--- config.mk ---
export PLATFORM = sky130hd
export DESIGN_NAME = lur_ram
export DESIGN_NICKNAME = d
export VERILOG_FILES = /design/src/rtl/core/lens_undistort_remap_core_assert.svh /design/src/rtl/core/lur_ram.sv
export SDC_FILE = /design/constraint.sdc
export NUM_CORES = 2
export LEC_CHECK = 0
export ABC_CLOCK_PERIOD_IN_PS = 4900
export BUFFER_PORTS_ARGS = -buffer_cell sky130_fd_sc_hd__buf_2
export CORE_MARGIN = 5
export CORE_UTILIZATION = 27
export DETAILED_ROUTE_END_ITERATION = 10
export SETUP_SLACK_MARGIN = 0.5
export SYNTH_ARGS = -nofsm -noshare
export SYNTH_HDL_FRONTEND = slang
export SYNTH_SLANG_ARGS = --single-unit
--- constraint.sdc ---
create_clock -name i_clk -period 4.9 [get_ports i_clk]
set_input_delay 1.47 -clock i_clk [delete_from_list [all_inputs] [get_ports i_clk]]
set_output_delay 1.47 -clock i_clk [all_outputs]
set_load 0.02 [all_outputs]
--- src/rtl/core/lens_undistort_remap_core_assert.svh ---
// ---------------------------------------------------------------------------
// Assertion macros
// Shared concurrent assertion forms, clocked on i_clk, off during reset.
// ---------------------------------------------------------------------------
`ifndef LENS_UNDISTORT_REMAP_CORE_ASSERT_SVH
`define LENS_UNDISTORT_REMAP_CORE_ASSERT_SVH

// same-cycle implication
`define LUR_ASSERT_NOW(lbl, ante, cons, msg) \
    lbl: assert property (@(posedge i_clk) disable iff (!i_rst_n) (ante) |-> (cons)) \
        else $error(msg);

// next-cycle implication
`define LUR_ASSERT_NEXT(lbl, ante, cons, msg) \
    lbl: assert property (@(posedge i_clk) disable iff (!i_rst_n) (ante) |=> (cons)) \
        else $error(msg);

`endif

--- src/rtl/core/lur_ram.sv ---
// ---------------------------------------------------------------------------
// lur_ram
// Generic simple dual-port RAM, one write and one registered read port.
// ---------------------------------------------------------------------------
`default_nettype none

module lur_ram #(
    parameter int DATA_W = 8,
    parameter int DEPTH  = 256
) (
    input  logic                     i_clk,
    input  logic                     i_we,
    input  logic [$clog2(DEPTH)-1:0] i_waddr,
    input  logic [DATA_W-1:0]        i_wdata,
    input  logic                     i_re,
    input  logic [$clog2(DEPTH)-1:0] i_raddr,
    output logic [DATA_W-1:0]        o_rdata
);

    logic [DATA_W-1:0] r_mem [DEPTH];
    logic [DATA_W-1:0] r_rdata;

    always_ff @(posedge i_clk) begin
        if (i_we) begin
            r_mem[i_waddr] <= i_wdata;
        end
        if (i_re) begin
            r_rdata <= r_mem[i_raddr];
        end
    end

    assign o_rdata = r_rdata;

endmodule

`default_nettype wire

* Yosys cells after proc, flatten, opt, wreduce, memory -nomap -nowiden
Memory sizes are Yosys's and may differ from the RTL's. A register that Yosys moved wholly into a read port is not among the register bits. Cells that the tools add are included.
Word-level totals: memory bits (writable) 2048, word-level logic and storage cells 3, register bits after elaboration 0, bits of input ports 27, output and inout bits 8, memories 1
Memory list:
- r_mem | words 256, bits a word 8, read ports 1, clocked after memory_dff 1, wr ports 1, RTL line lur_ram.sv:20 | logic [DATA_W-1:0] r_mem [DEPTH];
Operators by class: muxes and demuxes 2
Operator list (number):
- 2-to-1 mux 1 bit | 2

* Logic depth before layout (Yosys ltp)
depth in word-level cells 2, gate-level depth with buffers 11, gate-level depth less buffers 6

* Worst setup path before layout
No wires, ideal clock.
path kind input -> register, start point input port i_raddr[0], end point register r_rdata[2], in the netlist o_rdata[2], read port of r_mem, data pin, stages 9, data arrival time 3.277 ns, setup time 0.269 ns, path buffers 4, data required time 4.631 ns, path slack 1.354 ns, cells stage by stage buf_6 -> buf_12 -> buf_8 -> buf_2 -> mux4_2 -> a22oi_1 -> a21oi_1 -> nor4_1 -> nor4_2
RTL lines:
- start, declared | RTL line lur_ram.sv:16 | input logic [$clog2(DEPTH)-1:0] i_raddr,
- end, declared | RTL line lur_ram.sv:21 | logic [DATA_W-1:0] r_rdata;

==> impl_metrics.tcl <==
set metrics [dict create \
    hold_viol 0 \
    cts_tree "yes" \
    start_util_pct 27.1 \
    antenna_found_initial 15 \
    synthXorXnorAreaFrac_pct 0 \
    period_needed_ps 4370 \
    ys.warnings.count 0 \
    min_period_over_period_pct 89.1 \
    core_sq_mm 0.294 \
    synth_top_family_by_area "multiplexers" \
    reg2reg_from "r_mem[211][5]$_DFFE_PP_" \
    synth_cells 3733 \
    ys_seq_area_share_pct 77.5 \
    io_buffers 34 \
    switching_share_pct 21.7 \
    crit_type "in -> reg" \
    cts.path.max_buffers 3 \
    worst_ep_required_time_ps 5510 \
    tightest_slew_ps 1080 \
    synthesis.area_sq_mm 0.0796 \
    htree_levels 4 \
    hold_buffers 0 \
    synth_top_area_cell "edfxtp_1" \
    utilization_pct 31.4 \
    row_count 199 \
    io_pins 35 \
    postLayoutCellArea_sq_mm 0.0923 \
    ys.flop_type "edfxtp_1" \
    root_buffer "clkbuf_16" \
    drv_slew 0 \
    grt.total_usage_pct 13.0 \
    synth_top_area_share_pct 77.5 \
    instances_no_fill 8097 \
    synth_edf_count 2056 \
    grt_pass1_wl_um 294000 \
    numCtsBuffers 199 \
    cts_num_sinks 2056 \
    ir_worst_vdd_uv 314 \
    synth.mux.area_fraction_pct 14.6 \
    synth_top_cells_by_count "edfxtp_1 (2056), mux4_2 (454), nor2_1 (282), mux2i_1 (134), a22oi_1 (133)" \
    regArea_sq_mm 0.0617 \
    clock_latency_ps 860 \
    whs_path_depth 1 \
    grt_setup_unrepaired "no" \
    endpoint_kind "flip-flop" \
    synth_compound_area_share_pct 3.42 \
    p_comb_share_pct 5.1 \
    syn_nets 3760 \
    die_x_um 553 \
    power_mw 36.1 \
    fmax_mhz 229 \
    p_per_area_mw_per_mm2 391 \
    synth_seq_cells 2056 \
    first_iter_violations 4467 \
    crit_path_start_kind "input pin" \
    routed_via_density 4.86 \
    cts_setup_buffers 0 \
    switchingPower_mw 7.84 \
    pwr-share-seq_pct 53.8 \
    area_delta_synth_final_pct 15.9 \
    routabilityCongestion 0.826 \
    fillers 28000 \
    grt_max_degree 129 \
    clock_skew_ps 51.4 \
    clk_pin_slew_worst_paths_ps 60 \
    async_flop_share_pct 0 \
    vias 39400 \
    grt_pass1_vias 39700 \
    drc 0 \
    synth_area_leaders "edfxtp_1 (78%), mux4_2 (13%), mux2i_1 (1.7%)" \
    internal_power_mw 28.3 \
    crit_fanout 46 \
    yosysMostFrequentCell "edfxtp_1" \
    place_inst 7725 \
    max-slew-margin-rel_pct 28.1 \
    arrival_ps 4980 \
    synth_fa_ha_area_share_pct 0 \
    preCtsSetupSlack_ps -572 \
    pwr-share-clk_pct 41.1 \
    fin_ws_ps 533 \
    placed_area_sq_mm 0.0859 \
    firstDrtPassIters 6 \
    overflow 0 \
    leakage_nw 28.0 \
    wire_per_inst_um 25.2 \
    worstHoldStart "i_re" \
    hold_class "in -> reg" \
    nets 4034 \
    hold_ws_ps 1070 \
    cap_viol_max_count 0 \
    finalSetupTns_ps 0 \
    setup_viol 0 \
    synth_cell_types 54 \
    ant_nets 0 \
    die_y_um 553 \
    syn_avg_cell_area_sq_um 21.3 \
    hpwl_um 129000 \
    die-area_sq_mm 0.306 \
    yosys.area_share.simple_pct 2.63 \
    setup.worst_path.start "i_raddr[0]" \
    multiInputGateArea_sq_mm 0.0165 \
    status "complete, no violations" \
    r2r_cells 7 \
    drive_gt1_share_pct 25.3 \
    routed_wirelength_um 204000 \
]
[flip-flops by register name (all words and copies together) (netlist names)]
name     flops
o_rdata      8
r_mem     2048
[layer usage]
layer / share of wire, % / track usage, % / up-vias
met3: 7.2 / 2.42 / 321
met4: 3.6 / 4.67 / 2
met5: 0.0064 / 0 / -
met1: 41 / 17.3 / 21100
li1: - / - / 16300
met2: 49 / 21.4 / 1699
[what timing repair did]
action / in CTS / in global routing
pin swaps: 0 / 0
gates resized for setup: 2 / 1
endpoints found under the setup margin: 2 / 1
[area by class of cell]
type / count / share of cell area (%)
diodes: 2 / 0.00542
clock buffers: 245 / 5.58
clock inverters: 125 / 1.25
inverters: 2 / 0.00814
multi-input cells: 1442 / 17.9
flip-flops and latches: 2056 / 66.9
well taps: 3919 / 5.31
repair buffers: 306 / 3.04
[kinds of logic after synthesis]
logic type	count (synthesis)
DFF	2056
muxes	591
and+or+nand+nor	466
AOI/OAI and AO/OA	385
buffers and inverters	235
[critical path, stage by stage]
cell and delay (ps):
buf_8 220, buf_12 320, buf_12 370, mux4_2 580
a22o_1 300, a221oi_1 590, o32ai_1 360, nor3_2 400
buf_4 190, nor4_1 40
[final timing paths]
path	end	slack, ps
max	o_rdata[5]$_DFFE_PP_	530
max reg2reg	o_rdata[5]$_DFFE_PP_	1950
min reg2reg	o_rdata[5]$_DFFE_PP_	1230
min	o_rdata[6]$_DFFE_PP_	1070
[power groups by stage]
stage	sequential, mW	clock [mW]	combinational (mW)
6_report	19.4	14.8	1.84
5_1_grt	19.4	15.9	1.94
4_1_cts	19.4	15.1	1.86
3_5_place_dp	19.8	0	1.85
3_3_place_gp	19.8	0	1.83
2_1_floorplan	19.8	0	0.942
[cells in the final DEF, fill, tap and decap left out, types with 5 or more instances in the layout]
cell | synthesis | routed
edfxtp_1 | 2056 | 2056
mux4_2 | 454 | 454
nor2_1 | 282 | 279
buf_4 | 27 | 234
clkbuf_16 | 0 | 199
mux2i_1 | 134 | 134
a22oi_1 | 133 | 133
a21oi_1 | 96 | 96
clkinv_1 | 1 | 50
o221ai_1 | 46 | 46
clkbuf_1 | 111 | 46
buf_12 | 8 | 39
clkinv_2 | 0 | 37
nand3_1 | 34 | 34
nand2_1 | 33 | 33
o22ai_1 | 28 | 28
nor2b_1 | 31 | 28
nor4_1 | 24 | 24
buf_2 | 31 | 23
nor3_1 | 22 | 20
a211oi_1 | 16 | 16
bufinv_16 | 0 | 13
a221oi_1 | 13 | 12
nand4_1 | 10 | 10
o211ai_1 | 10 | 10
o21ai_0 | 10 | 10
buf_8 | 13 | 9
nand2b_1 | 8 | 8
a22o_1 | 8 | 8
and2_1 | 6 | 6
clkinv_16 | 0 | 6
clkinvlp_4 | 0 | 6
o22a_1 | 5 | 5
inv_6 | 0 | 5
No activity file was read; power rests on OpenSTA's default activity.
