### src/rtl/core/lens_undistort_remap_core_assert.svh
// ---------------------------------------------------------------------------
// Assertion macros
// Shared concurrent assertion forms, clocked on i_clk, off during reset.
// ---------------------------------------------------------------------------
`ifndef LENS_UNDISTORT_REMAP_CORE_ASSERT_SVH
`define LENS_UNDISTORT_REMAP_CORE_ASSERT_SVH

// same-cycle implication
`define LUR_ASSERT_NOW(lbl, ante, cons, msg) \
    lbl: assert property (@(posedge i_clk) disable iff (!i_rst_n) (ante) |-> (cons)) \
        else $error(msg);

// next-cycle implication
`define LUR_ASSERT_NEXT(lbl, ante, cons, msg) \
    lbl: assert property (@(posedge i_clk) disable iff (!i_rst_n) (ante) |=> (cons)) \
        else $error(msg);

`endif

### src/rtl/core/lur_pkg.sv
// ---------------------------------------------------------------------------
// lur_pkg
// Types, constants and helpers of the lens undistortion remap core.
// ---------------------------------------------------------------------------
`default_nettype none

package lur_pkg;

    localparam int DEF_IMAGE_WIDTH  = 512;
    localparam int DEF_IMAGE_HEIGHT = 512;

    localparam int FRAC       = 28;
    localparam int PIX_FRAC   = 12;
    localparam int Q_W        = 32;
    localparam int FX_W       = 24;
    localparam int COORD_W    = 9;
    localparam int PIX_W      = 8;
    localparam int CFG_ADDR_W = 5;
    localparam int CFG_DATA_W = 32;
    localparam int UD_W       = 30;

    localparam int DIV_STEPS = 32;
    localparam int DIV_LAT   = DIV_STEPS + 2;
    localparam int WARP_LAT  = 11;

    typedef logic signed [Q_W-1:0] t_q;
    typedef logic [FX_W-1:0]       t_fx;
    typedef logic signed [63:0]    t_wide;

    localparam t_q    Q_MAX  = 32'sh7fff_ffff;
    localparam t_q    Q_MIN  = 32'sh8000_0000;
    localparam t_wide Q_ONE  = 64'sd1 <<< FRAC;

    typedef enum logic {
        FN_WRITE = 1'b0,
        FN_READ  = 1'b1
    } t_func;

    typedef enum logic [2:0] {
        REG_K1,
        REG_K2,
        REG_P1,
        REG_P2,
        REG_FX,
        REG_FY,
        REG_CX,
        REG_CY
    } t_reg_idx;

    typedef struct packed {
        t_q  k1;
        t_q  k2;
        t_q  p1;
        t_q  p2;
        t_fx fx;
        t_fx fy;
        t_fx cx;
        t_fx cy;
    } t_cfg;

    localparam t_q  RST_K1 = -32'sd76076785;
    localparam t_q  RST_K2 = 32'sd19853237;
    localparam t_q  RST_P1 = 32'sd51966;
    localparam t_q  RST_P2 = 32'sd4729;
    localparam t_fx RST_FX = 24'd1878647;
    localparam t_fx RST_FY = 24'd1873084;
    localparam t_fx RST_CX = 24'd1504113;
    localparam t_fx RST_CY = 24'd1017344;

    function automatic t_q sat32(input t_wide v);
        if (v > 64'sd2147483647) begin
            return Q_MAX;
        end else if (v < -64'sd2147483648) begin
            return Q_MIN;
        end
        return v[Q_W-1:0];
    endfunction

endpackage

`default_nettype wire

### src/rtl/core/lur_cfg.sv
// ---------------------------------------------------------------------------
// lur_cfg
// APB register bank holding the lens coefficients and camera intrinsics.
// ---------------------------------------------------------------------------
`default_nettype none

module lur_cfg import lur_pkg::*; (
    input  logic                  i_clk,
    input  logic                  i_rst_n,
    input  logic                  psel,
    input  logic                  penable,
    input  logic                  pwrite,
    input  logic [CFG_ADDR_W-1:0] paddr,
    input  logic [CFG_DATA_W-1:0] pwdata,
    output logic [CFG_DATA_W-1:0] prdata,
    output logic                  pready,
    output t_cfg                  o_cfg
);

    t_cfg     r_cfg;
    t_reg_idx idx;
    logic     wr;

    assign idx    = t_reg_idx'(paddr[CFG_ADDR_W-1:2]);
    assign wr     = psel && penable && pwrite;
    assign pready = 1'b1;
    assign o_cfg  = r_cfg;

    always_ff @(posedge i_clk) begin
        if (!i_rst_n) begin
            r_cfg.k1 <= RST_K1;
            r_cfg.k2 <= RST_K2;
            r_cfg.p1 <= RST_P1;
            r_cfg.p2 <= RST_P2;
            r_cfg.fx <= RST_FX;
            r_cfg.fy <= RST_FY;
            r_cfg.cx <= RST_CX;
            r_cfg.cy <= RST_CY;
        end else if (wr) begin
            case (idx)
                REG_K1:  r_cfg.k1 <= pwdata;
                REG_K2:  r_cfg.k2 <= pwdata;
                REG_P1:  r_cfg.p1 <= pwdata;
                REG_P2:  r_cfg.p2 <= pwdata;
                REG_FX:  r_cfg.fx <= pwdata[FX_W-1:0];
                REG_FY:  r_cfg.fy <= pwdata[FX_W-1:0];
                REG_CX:  r_cfg.cx <= pwdata[FX_W-1:0];
                REG_CY:  r_cfg.cy <= pwdata[FX_W-1:0];
                default: ;
            endcase
        end
    end

    always_comb begin
        case (idx)
            REG_K1:  prdata = r_cfg.k1;
            REG_K2:  prdata = r_cfg.k2;
            REG_P1:  prdata = r_cfg.p1;
            REG_P2:  prdata = r_cfg.p2;
            REG_FX:  prdata = CFG_DATA_W'(r_cfg.fx);
            REG_FY:  prdata = CFG_DATA_W'(r_cfg.fy);
            REG_CX:  prdata = CFG_DATA_W'(r_cfg.cx);
            REG_CY:  prdata = CFG_DATA_W'(r_cfg.cy);
            default: prdata = '0;
        endcase
    end

endmodule

`default_nettype wire

### config.mk
export PLATFORM = sky130hd
export DESIGN_NAME = lur_cfg
export DESIGN_NICKNAME = d
export VERILOG_FILES = /design/src/rtl/core/lens_undistort_remap_core_assert.svh /design/src/rtl/core/lur_pkg.sv /design/src/rtl/core/lur_cfg.sv
export SDC_FILE = /design/constraint.sdc
export NUM_CORES = 1
export LEC_CHECK = 0
export ABC_AREA = 1
export BUFFER_PORTS_ARGS = -buffer_cell sky130_fd_sc_hd__buf_2
export CAP_MARGIN = 20
export CORE_MARGIN = 5
export CORE_UTILIZATION = 35
export CTS_BUF_LIST = sky130_fd_sc_hd__clkbuf_2 sky130_fd_sc_hd__clkbuf_4 sky130_fd_sc_hd__clkbuf_8
export CTS_CLUSTER_SIZE = 25
export DETAILED_ROUTE_END_ITERATION = 16
export GPL_TIMING_DRIVEN = 0
export PLACE_DENSITY = 0.65
export SETUP_SLACK_MARGIN = 0.15
export SLEW_MARGIN = 20
export SYNTH_ARGS = -nofsm -noshare
export SYNTH_HDL_FRONTEND = slang
export SYNTH_SLANG_ARGS = --single-unit
### constraint.sdc
create_clock -name i_clk -period 2.9 [get_ports i_clk]
set_input_delay 0.145 -clock i_clk [delete_from_list [all_inputs] [get_ports i_clk]]
set_output_delay 0.145 -clock i_clk [all_outputs]
set_load 0.02 [all_outputs]
# Yosys cells after proc, flatten, opt, wreduce, memory -nomap -nowiden
# Index checks and enable logic that the tools add are counted.
[word_totals]
register_bits = 224
latchBits = 0
ram_bits = 0
rom_bits = 0
input_bits = 42
output_inout_bits = 257
word_cells = 27
memories = 0
[op_classes]
n_addsub = 0
n_mul = 0
div_mod_pow = 0
n_lt_le_gt_ge = 0
n_eq_ne = 7
shift = 0
mux = 1
n_bitwise = 0
n_reduce_logical = 11
[op_table]
columns = ["operator", "count"]
rows = [
  ["$pmux 32 s8", 1],
  ["$reduce_and 2->1", 8],
  ["$eq 3x3->1 const B", 4],
  ["$eq 3x2->1 const B", 2],
  ["$eq 3x1->1 const B", 1],
  ["$logic_not 3->1", 1],
  ["$logic_and 1x1->1", 2],
]

# Logic depth before layout (Yosys ltp)
# Gate-level depths: netlist of the first run.
[logic_depth]
ltp_word = 3
mapped_depth = 8
depth_no_buf = 6

# Worst setup path after synthesis of the first run
# OpenSTA, ideal clock, no wires.
[synth_timing]
path_kind = "input port to output port"
startpoint = "input paddr[2]"
endpoint = "output prdata[24]"
t_arrival_ps = 1077
t_required_ps = 2755
slack_ps = 1678
path_stages = 7
path_buffers = 2
cell_sequence = "buf_4 > nor2_8 > nand2_2 > inv_1 > buf_2 > nand2_1 > nand4_1"
[synth_between]
elab_chain_cells = 2
word_cells_on_any_way = 9
cone_classes = "eq/ne: 7; mux: 1; reduce/logical: 1"
[synth_rtl]
columns = ["element", "line", "rtl"]
rows = [
  ["start, declared", "lur_cfg.sv:13", "input logic [CFG_ADDR_W-1:0] paddr,"],
  ["$eq 3x3->1, or another cell as far along", "lur_cfg.sv:55", "case (idx)"],
  ["$pmux 32 s8 (*)", "lur_cfg.sv:55", ""],
  ["end, declared", "lur_cfg.sv:15", "output logic [CFG_DATA_W-1:0] prdata,"],
]
# Every way passes the cells marked *; elsewhere a longest branch is shown, timed or not.

# Worst setup path in the final report of the first run
[layout_timing]
startpoint = "input paddr[3]"
endpoint = "output prdata[2]"
# Same word-level chain as after synthesis.

==> Flow_metrics.wiki, run 1 <==
{| class="wikitable"
! Metric !! Value
|-
| Launching element type of the critical path || input pin
|-
| Highest clock rate || 474.9 MHz
|-
| Least-Margin Pin Slew || 1004 ps
|-
| Min cycle time layout || 2106 ps
|-
| Worst Skew || 0 ps
|-
| HP Class || input pin to register
|-
| TritonCTS clock tree || yes
|-
| Master cell of the clock root buffer || sky130_fd_sc_hd__clkbuf_8
|-
| Starting Density || 35.21%
|-
| Count of nets left with antenna violations after detail routing || 0
|-
| Vias per cell || 5.385
|-
| Setup-failing EPs final || 0
|-
| Floorplan die area || 32120 um2
|-
| Count of final hold-check violations || 0
|-
| # clock sinks || 224
|-
| Area share of the largest cell type after synthesis || 44.74%
|-
| Standby leakage power || 6.354 nW
|-
| Number of nets at the end of the flow || 1815
|-
| Synth-to-layout area growth || 26.84%
|-
| Count of yosys warnings during synthesis || 0
|-
| Post-synthesis cell area || 10020 um2
|-
| Number of levels the H-tree was split into || 2
|-
| Fraction of the yosys area taken by sequential cells || 44.74%
|-
| Number of diodes added for antenna fixing || 0
|-
| Antenna violations before repair || 0
|-
| Cell type with the highest aggregate area in the netlist || sky130_fd_sc_hd__dfxtp_1
|-
| Flip-flop count of the largest register after layout || 224
|-
| Pre-Repair DR Iteration Count || 5
|-
| Port Buffers || 271
|-
| Category of the most critical setup path || input pin to output pin
|-
| Instance count of the mapped netlist || 1453
|-
| Net Count, Synth || 1495
|-
| Kind of end point of the critical path || output pin
|-
| Most common library cell in the layout ignoring fill and taps || sky130_fd_sc_hd__nand2_1
|-
| Die Wd || 179.2 um
|-
| Wire length per cell || 23.32 um
|-
| Setup repair after global routing missed its margin || no
|-
| Pin count of the biggest net entering global routing || 11
|-
| Peak per-stage delay on the critical path || 470 ps
|-
| Placed cell count || 2108
|-
| Number of setup buffers added after CTS || 0
|-
| Maximum VDD drop || 0.0002685 V
|-
| Count of hold-fix buffers inserted at cts || 8
|-
| Status || completed
|-
| Worst slack on hold paths || 43.72 ps
|-
| P per Cell Area || 545.3 nW/um2
|-
| CTS buffer count || 39
|-
| Number of standard-cell rows in the floorplan || 62
|-
| Share of post-route cells with drive strength above 1 || 23.93%
|-
| Routed via count || 11740
|-
| Slowest cell on the critical path || sky130_fd_sc_hd__buf_1
|-
| Residual DRC || 0
|-
| Buffer depth of the longest clock path || 3
|-
| Crit Path Max Fanout || 10
|-
| GRT Total Usage || 30.65%
|-
| Max-slew headroom || 33.09%
|-
| Largest cells by area after synthesis || sky130_fd_sc_hd__dfxtp_1 45%, sky130_fd_sc_hd__nand2_1 13%, sky130_fd_sc_hd__nor2_1 12%, sky130_fd_sc_hd__nand3_1 6.7%, sky130_fd_sc_hd__nand4_1 6.7%
|-
| Number of standard cells in the layout, taps in and fillers out || 2181
|-
| Clock slew at reported path FFs || 60 ps
|-
| Most frequent cell on the critical path || sky130_fd_sc_hd__buf_2
|-
| Avg Cell Area, Syn || 6.898 um2
|-
| Final worst path period share || 72.62%
|-
| Fin. max-slew vios || 0
|-
| Global-route wire length before repair || 71.95 mm
|-
| Number of cell instances on the worst register-to-register path || 2
|-
| Via count of the first global-routing pass || 10880
|-
| Number of gates given a new drive strength after cts || 0
|-
| Count of cell types in the netlist || 25
|-
| Top library cells by usage in the layout, fill and taps aside || 334 x sky130_fd_sc_hd__nand2_1, 324 x sky130_fd_sc_hd__buf_2, 322 x sky130_fd_sc_hd__nor2_1, 224 x sky130_fd_sc_hd__dfxtp_1, 134 x sky130_fd_sc_hd__nand3_1
|-
| Chain of cells forming the critical path || buf_2 > inv_1 > buf_2 > buf_1 > nand4_1 > nand2_1 > nor2_1 > nand3_1 > buf_2
|-
| Total global routing overflow || 0
|-
| Critical path data arrival time || 1960 ps
|-
| Synth Register Bits || 224
|-
| Cell depth of the worst hold path || 3
|-
| Filler Cells Inserted || 3077
|-
| Final-layout setup total negative slack || 0 ps
|-
| Top-level I/O count || 299
|-
| Height of the die || 179.2 um
|-
| Clk Latency, worst-skew pair || 540 ps
|-
| Required time reported for the critical path endpoint || 2760 ps
|-
| DRC violation total after the first TritonRoute iteration || 1408
|-
| WL final || 50.86 mm
|-
| Max-cap check violation count || 0
|-
| Dpl hpwl || 37.89 mm
|-
| GPL Wtd Cong || 0.9721
|-
| Total Power Consumption || 0.006932 W
|-
| Area of the core || 28470 um2
|}
[cells in the mapped netlist (all sizes together)]
master / number
inv: 40
dfxtp: 224
nand4: 107
nor2: 332
o211ai: 15
o21ai: 125
clkbuf: 52
buf: 82
conb: 1
nand2: 338
nand3: 137
[final timing paths]
check | from | end | slack, ps
worst min register to register | o_cfg[213] | o_cfg[213] | 480
worst max register to register | o_cfg[147] | o_cfg[147] | 2140
worst min-delay path | pwdata[2] | o_cfg[74] | 40
worst max-delay path | paddr[3] | prdata[2] | 790
[power by group]
group	internal [W]	switching [W]	total, W
clock network	0.00166	0.00132	0.00298
registers	0.00312	0.0000428	0.00316
logic	0.000187	0.000604	0.000791
total	0.00496	0.00197	0.00693
[stage by stage]
step                      cell area (um2)  setup WS, ps  utilization [%]
after floorplan                     10020          1678                -
after global placement              11860         877.2            41.66
after detailed placement            11860         861.0            41.66
after CTS                           12710         859.4            44.66
after global routing                12710         771.8            44.66
final                               12710         794.1            44.66
[cell families (layout without fill, tap and decap cells)]
group	after synthesis	in the layout	share of synthesized area (%)
simple gates	914	914	39.93
flops	224	224	44.74
buf+inv	174	518	7.926
compound gates	140	140	7.365
other cells	1	1	0.03741
[final cells by class]
class                      count  area (um2)  share of cell area [%]
buffer                       134       641.9                   5.049
clock buffer                  64       768.2                   6.043
clock inverter                 1       5.005                 0.03937
inverter                      40       152.6                   1.201
multi-input combinational   1055        4745                   37.32
sequential                   224        4484                   35.27
tap                          384       480.5                   3.779
timing repair buffer         279        1436                   11.30
[per-layer routing]
| layer | vias to the layer above | part of all wire (%) | track usage (%) |
|---|---|---|---|
| met2 | 737 | 44 | 47.90 |
| met4 | 0 | 4.6 | 13.20 |
| met5 | - | 0 | 0 |
| met3 | 117 | 11 | 6.748 |
| li1 | 5412 | - | - |
| met1 | 5478 | 40 | 40.81 |
[critical path: cells and delay by family]
kind / cells / cell delay, ps
buf+inv: 5 / 1260
simple gates: 4 / 560
No activity file was read; power rests on OpenSTA's default activity.
==> inputs of run 2 (changes only) <==
==> constraint.sdc (replaced) <==
create_clock -name i_clk -period 1.95 [get_ports i_clk]
set_input_delay 0.0975 -clock i_clk [delete_from_list [all_inputs] [get_ports i_clk]]
set_output_delay 0.0975 -clock i_clk [all_outputs]
set_load 0.02 [all_outputs]
==> Flow_metrics.wiki, run 2 (synthesized netlist as in run 1, its figures left out) <==
{| class="wikitable"
! Metric !! Value
|-
| Count of nets left with antenna violations after detail routing || 0
|-
| Via count of the first global-routing pass || 10900
|-
| Setup repair after global routing missed its margin || no
|-
| GRT Total Usage || 30.68%
|-
| Least-Margin Pin Slew || 979.2 ps
|-
| Wire length per cell || 23.33 um
|-
| Final worst path period share || 91.91%
|-
| GPL Wtd Cong || 0.9721
|-
| Maximum VDD drop || 0.0003997 V
|-
| Dpl hpwl || 37.89 mm
|-
| Worst reg2reg path startpoint || o_cfg[150]
|-
| Clk Latency, worst-skew pair || 550 ps
|-
| Vias per cell || 5.388
|-
| Slowest cell on the critical path || sky130_fd_sc_hd__dfxtp_1
|-
| Number of levels the H-tree was split into || 2
|-
| Filler Cells Inserted || 3069
|-
| Final-layout setup total negative slack || 0 ps
|-
| CTS buffer count || 39
|-
| Starting Density || 35.21%
|-
| Number of standard-cell rows in the floorplan || 62
|-
| TritonCTS clock tree || yes
|-
| Launching element type of the critical path || register
|-
| Worst min-delay path startpoint || pwdata[23]
|-
| Worst Skew || 0 ps
|-
| R2R Setup Slk || 1200 ps
|-
| Flip-flop count of the largest register after layout || 224
|-
| Net load switching power || 0.002948 W
|-
| Standby leakage power || 6.393 nW
|-
| Footprint of the flip-flops and latches || 4484 um2
|-
| Setup-failing EPs final || 0
|-
| Internal Power || 0.007389 W
|-
| DRC violation total after the first TritonRoute iteration || 1382
|-
| Die Wd || 179.2 um
|-
| Area of the core || 28470 um2
|-
| Peak per-stage delay on the critical path || 340 ps
|-
| Share of post-route cells with drive strength above 1 || 25.01%
|-
| Chain of cells forming the critical path || nand4_1 > nand2_1 > nor2_2 > nand3_1 > buf_2
|-
| Part of the power in the clock network || 43.0%
|-
| Number of setup buffers added after CTS || 0
|-
| Kind of end point of the critical path || output pin
|-
| Top library cells by usage in the layout, fill and taps aside || 334 x sky130_fd_sc_hd__nand2_1, 323 x sky130_fd_sc_hd__buf_2, 309 x sky130_fd_sc_hd__nor2_1, 224 x sky130_fd_sc_hd__dfxtp_1, 134 x sky130_fd_sc_hd__nand3_1
|-
| Buffer depth of the longest clock path || 3
|-
| Number of cell instances on the worst register-to-register path || 2
|-
| Critical path data arrival time || 1690 ps
|-
| Port Buffers || 271
|-
| # clock sinks || 224
|-
| Count of final hold-check violations || 0
|-
| Master cell of the clock root buffer || sky130_fd_sc_hd__clkbuf_8
|-
| Antenna violations before repair || 0
|-
| Net switching fraction of the power || 28.52%
|-
| Global-route wire length before repair || 71.99 mm
|-
| Crit Path Max Fanout || 3
|-
| Pin count of the biggest net entering global routing || 11
|-
| Min cycle time layout || 1792 ps
|-
| Synth-to-layout area growth || 27.60%
|-
| Critical R2R Capture || o_cfg[150]
|-
| Worst Hold Path EP || o_cfg[47]
|-
| P per Cell Area || 808.2 nW/um2
|-
| WL final || 50.92 mm
|-
| Worst slack on hold paths || 131.3 ps
|-
| Status || completed
|-
| Required time reported for the critical path endpoint || 1850 ps
|-
| Max-cap check violation count || 0
|-
| Power share of the sequential group || 45.5%
|-
| Residual DRC || 0
|-
| Cell depth of the worst hold path || 3
|-
| Number of nets at the end of the flow || 1817
|-
| Top-level I/O count || 299
|-
| Fin. max-slew vios || 0
|-
| Most common library cell in the layout ignoring fill and taps || sky130_fd_sc_hd__nand2_1
|-
| Combinational cell fraction of total power || 11.6%
|-
| Number of diodes added for antenna fixing || 0
|-
| Pre-Repair DR Iteration Count || 6
|-
| Total global routing overflow || 0
|-
| Category of the most critical setup path || register to output pin
|-
| Height of the die || 179.2 um
|-
| Max-slew headroom || 34.72%
|-
| Clock slew at reported path FFs || 60 ps
|-
| Multi-input logic area || 4782 um2
|-
| HP Class || input pin to register
|-
| Highest clock rate || 557.9 MHz
|-
| Routed via count || 11760
|-
| Floorplan die area || 32120 um2
|}
[run 2: what timing repair did]
item | 4_1_cts | 5_1_grt
pin swaps | 0 | 0
hold buffers | 10 | 0
setup endpoints to repair | 17 | 22
hold endpoints to repair | 44 | 0
resized for setup | 9 | 19
[run 2: metal layers]
metal	up-vias	track usage (%)	share of wire (%)
li1	5419	-	-
met1	5471	40.85	40
met2	755	47.87	44
met3	116	6.959	11
met4	0	13.08	4.8
met5	-	0	0
[run 2: worst max path at each step]
stage	from	cells after the start	slack [ps]	to
floorplan	paddr[2]	7	820	prdata[24]
global placement	paddr[3]	9	20	prdata[2]
detailed placement	paddr[3]	9	6	prdata[2]
CTS	o_cfg[162]	5	130	prdata[2]
global route	o_cfg[69]	5	160	prdata[21]
finish	o_cfg[64]	5	160	prdata[16]
[run 2: cell type report]
| type | instances | area share [%] |
|---|---|---|
| Buffer | 134 | 5.165 |
| Clock buffer | 64 | 6.007 |
| Clock inverter | 1 | 0.03913 |
| Inverter | 40 | 1.193 |
| Multi-Input combinational cell | 1055 | 37.39 |
| Sequential cell | 224 | 35.06 |
| Tap cell | 384 | 3.757 |
| Timing Repair Buffer | 281 | 11.39 |
[run 2: worst max-delay path, delay by kind of cell (launching register included)]
kind / cells / cell delay (ps)
AND/OR/NAND/NOR: 4 / 630
flip-flops: 1 / 340
buffers and inverters: 1 / 180
[run 2: power by group through the flow]
| stage | sequential (W) | combinational, W | clock (W) |
|---|---|---|---|
| 2_1_floorplan | 0.00485 | 0.000562 | 0 |
| 3_3_place_gp | 0.00480 | 0.00113 | 0 |
| 3_5_place_dp | 0.00480 | 0.00114 | 0 |
| 4_1_cts | 0.00470 | 0.00116 | 0.00443 |
| 5_1_grt | 0.00470 | 0.00125 | 0.00466 |
| 6_report | 0.00470 | 0.00119 | 0.00444 |
[run 2: metrics by stage]
step / utilization [%] / worst slack (ps) / total power [W] / instance area [um2] / cells
after global routing: 44.92 / 157.8 / 0.01061 / 12790 / 2183
after CTS: 44.79 / 128.6 / 0.01029 / 12750 / 2183
after detailed placement: 41.66 / 6.028 / 0.005936 / 11860 / 2108
after global placement: 41.66 / 22.24 / 0.005929 / 11860 / 2108
after floorplan: - / 822.5 / 0.005411 / 10020 / 1453
final: 44.92 / 157.7 / 0.01034 / 12790 / 2183
==> inputs of run 3 (changes only) <==
--- a/config.mk
+++ b/config.mk
@@ -14,7 +14,7 @@
 export CTS_CLUSTER_SIZE = 25
 export DETAILED_ROUTE_END_ITERATION = 16
 export GPL_TIMING_DRIVEN = 0
-export PLACE_DENSITY = 0.65
+export PLACE_DENSITY_LB_ADDON = 0.15
 export SETUP_SLACK_MARGIN = 0.15
 export SLEW_MARGIN = 20
 export SYNTH_ARGS = -nofsm -noshare
==> Flow_metrics.wiki, run 3 (synthesized netlist as in run 1, its figures left out) <==
{| class="wikitable"
! Metric !! Value
|-
| Status || completed
|-
| Clk Latency, worst-skew pair || 560 ps
|-
| Synth-to-layout area growth || 28.69%
|-
| Worst Hold Path EP || o_cfg[71]
|-
| GRT Total Usage || 30.42%
|-
| Share of post-route cells with drive strength above 1 || 25.30%
|-
| Required time reported for the critical path endpoint || 1850 ps
|-
| Number of diodes added for antenna fixing || 0
|-
| Flip-flop count of the largest register after layout || 224
|-
| Worst slack on hold paths || 109.3 ps
|-
| Peak per-stage delay on the critical path || 330 ps
|-
| Die Wd || 179.2 um
|-
| Highest clock rate || 546.6 MHz
|-
| Placed cell count || 2108
|-
| Chain of cells forming the critical path || nand4_1 > nand2_1 > nor2_1 > nand3_1 > buf_2
|-
| Critical path data arrival time || 1730 ps
|-
| Number of standard cells in the layout, taps in and fillers out || 2190
|-
| Cell depth of the worst hold path || 3
|-
| Least-Margin Pin Slew || 1098 ps
|-
| Count of nets left with antenna violations after detail routing || 0
|-
| Max-cap check violation count || 0
|-
| Worst reg2reg path startpoint || o_cfg[161]
|-
| HP Class || input pin to register
|-
| Master cell of the clock root buffer || sky130_fd_sc_hd__clkbuf_8
|-
| Setup repair after global routing missed its margin || no
|-
| Slowest cell on the critical path || sky130_fd_sc_hd__dfxtp_1
|-
| R2R Setup Slk || 1210 ps
|-
| Dpl hpwl || 37.94 mm
|-
| CTS buffer count || 41
|-
| Top-level I/O count || 299
|-
| Global-route wire length before repair || 71.48 mm
|-
| Buffer depth of the longest clock path || 3
|-
| Kind of end point of the critical path || output pin
|-
| WL final || 50.81 mm
|-
| TritonCTS clock tree || yes
|-
| Fin. max-slew vios || 0
|-
| Number of nets at the end of the flow || 1819
|-
| Clock slew at reported path FFs || 60 ps
|-
| Final setup margin || 120.5 ps
|-
| Port Buffers || 271
|-
| Pre-Repair DR Iteration Count || 6
|-
| Final worst path period share || 93.82%
|-
| Pin count of the biggest net entering global routing || 11
|-
| Max-slew headroom || 26.77%
|-
| Category of the most critical setup path || register to output pin
|-
| Residual DRC || 0
|-
| Final-layout setup total negative slack || 0 ps
|-
| Min cycle time layout || 1829 ps
|-
| Routed via count || 11720
|-
| Critical R2R Capture || o_cfg[161]
|-
| Filler Cells Inserted || 3056
|-
| Most common library cell in the layout ignoring fill and taps || sky130_fd_sc_hd__nand2_1
|-
| P per Cell Area || 828.1 nW/um2
|-
| Number of cell instances on the worst register-to-register path || 2
|-
| Top library cells by usage in the layout, fill and taps aside || 333 x sky130_fd_sc_hd__nand2_1, 322 x sky130_fd_sc_hd__buf_2, 311 x sky130_fd_sc_hd__nor2_1, 224 x sky130_fd_sc_hd__dfxtp_1, 134 x sky130_fd_sc_hd__nand3_1
|-
| Via count of the first global-routing pass || 10620
|-
| Count of final hold-check violations || 0
|-
| Area of the core || 28470 um2
|-
| DRC violation total after the first TritonRoute iteration || 1272
|-
| Antenna violations before repair || 0
|-
| Worst slack at placement || 34.64 ps
|-
| Final instance area || 12900 um2
|-
| Launching element type of the critical path || register
|-
| Floorplan die area || 32120 um2
|-
| Maximum VDD drop || 0.0003430 V
|-
| Vias per cell || 5.350
|-
| Starting Density || 35.21%
|-
| Worst min-delay path startpoint || pwdata[23]
|-
| Worst Skew || 0 ps
|-
| Instance area after placement || 11860 um2
|-
| Footprint of the flip-flops and latches || 4484 um2
|-
| Multi-input logic area || 4790 um2
|-
| Standby leakage power || 6.447 nW
|-
| Number of standard-cell rows in the floorplan || 62
|-
| # clock sinks || 224
|-
| Wire length per cell || 23.20 um
|-
| Total global routing overflow || 0
|-
| Setup-failing EPs final || 0
|-
| Number of levels the H-tree was split into || 2
|-
| Crit Path Max Fanout || 3
|-
| GPL Wtd Cong || 0.9353
|-
| Height of the die || 179.2 um
|}
==> run 3: how the worst max path moves through the flow <==
stage	slack, ps	end	start
4_1_cts	150	prdata[8]	o_cfg[136]
2_1_floorplan	820	prdata[24]	paddr[2]
3_5_place_dp	30	prdata[8]	paddr[4]
3_3_place_gp	2	prdata[8]	paddr[4]
6_report	120	prdata[11]	o_cfg[59]
5_1_grt	150	prdata[8]	paddr[4]
==> run 3: timing repair <==
item                       4_1_cts  5_1_grt
setup endpoints to repair       17       21
setup buffers                    0        0
cloned                           0        0
gates resized for setup         10       21
hold buffers                    10        0
hold endpoints to repair        44        0
==> run 3: critical path, delay by kind of cell, from the launching register on <==
family / cells / cell delay, ps
AND/OR/NAND/NOR: 4 / 630
buffers and inverters: 1 / 220
flip-flops: 1 / 330
==> run 3: area by class of cell <==
| type | count | area share (%) |
|---|---|---|
| plain buffers | 134 | 5.151 |
| clock buffers | 68 | 6.577 |
| clock inverters | 4 | 0.1746 |
| inverters | 40 | 1.183 |
| multi-input cells | 1055 | 37.13 |
| flip-flops and latches | 224 | 34.77 |
| well taps | 384 | 3.725 |
| repair buffers | 281 | 11.29 |
==> run 3: through the flow <==
step | utilization [%] | power, W
final | 45.31 | 0.01068
after global routing | 45.31 | 0.01097
after CTS | 45.14 | 0.01067
after detailed placement | 41.66 | 0.005938
after global placement | 41.66 | 0.005933
after floorplan | - | 0.005411
==> run 3: power breakdown <==
part | switching, W | internal (W)
logic | 0.000901 | 0.000289
clock network | 0.00206 | 0.00273
registers | 0.0000632 | 0.00464
==> run 3: metal layers <==
| metal | part of all wire [%] | global-route usage, % | routed length (um) | vias up |
|---|---|---|---|---|
| li1 | - | - | - | 5407 |
| met1 | 42 | 42.55 | 21210 | 5533 |
| met2 | 44 | 47.76 | 22570 | 697 |
| met3 | 11 | 6.200 | 5540 | 80 |
| met4 | 2.9 | 8.474 | 1487 | 0 |
| met5 | 0 | 0 | 0 | - |
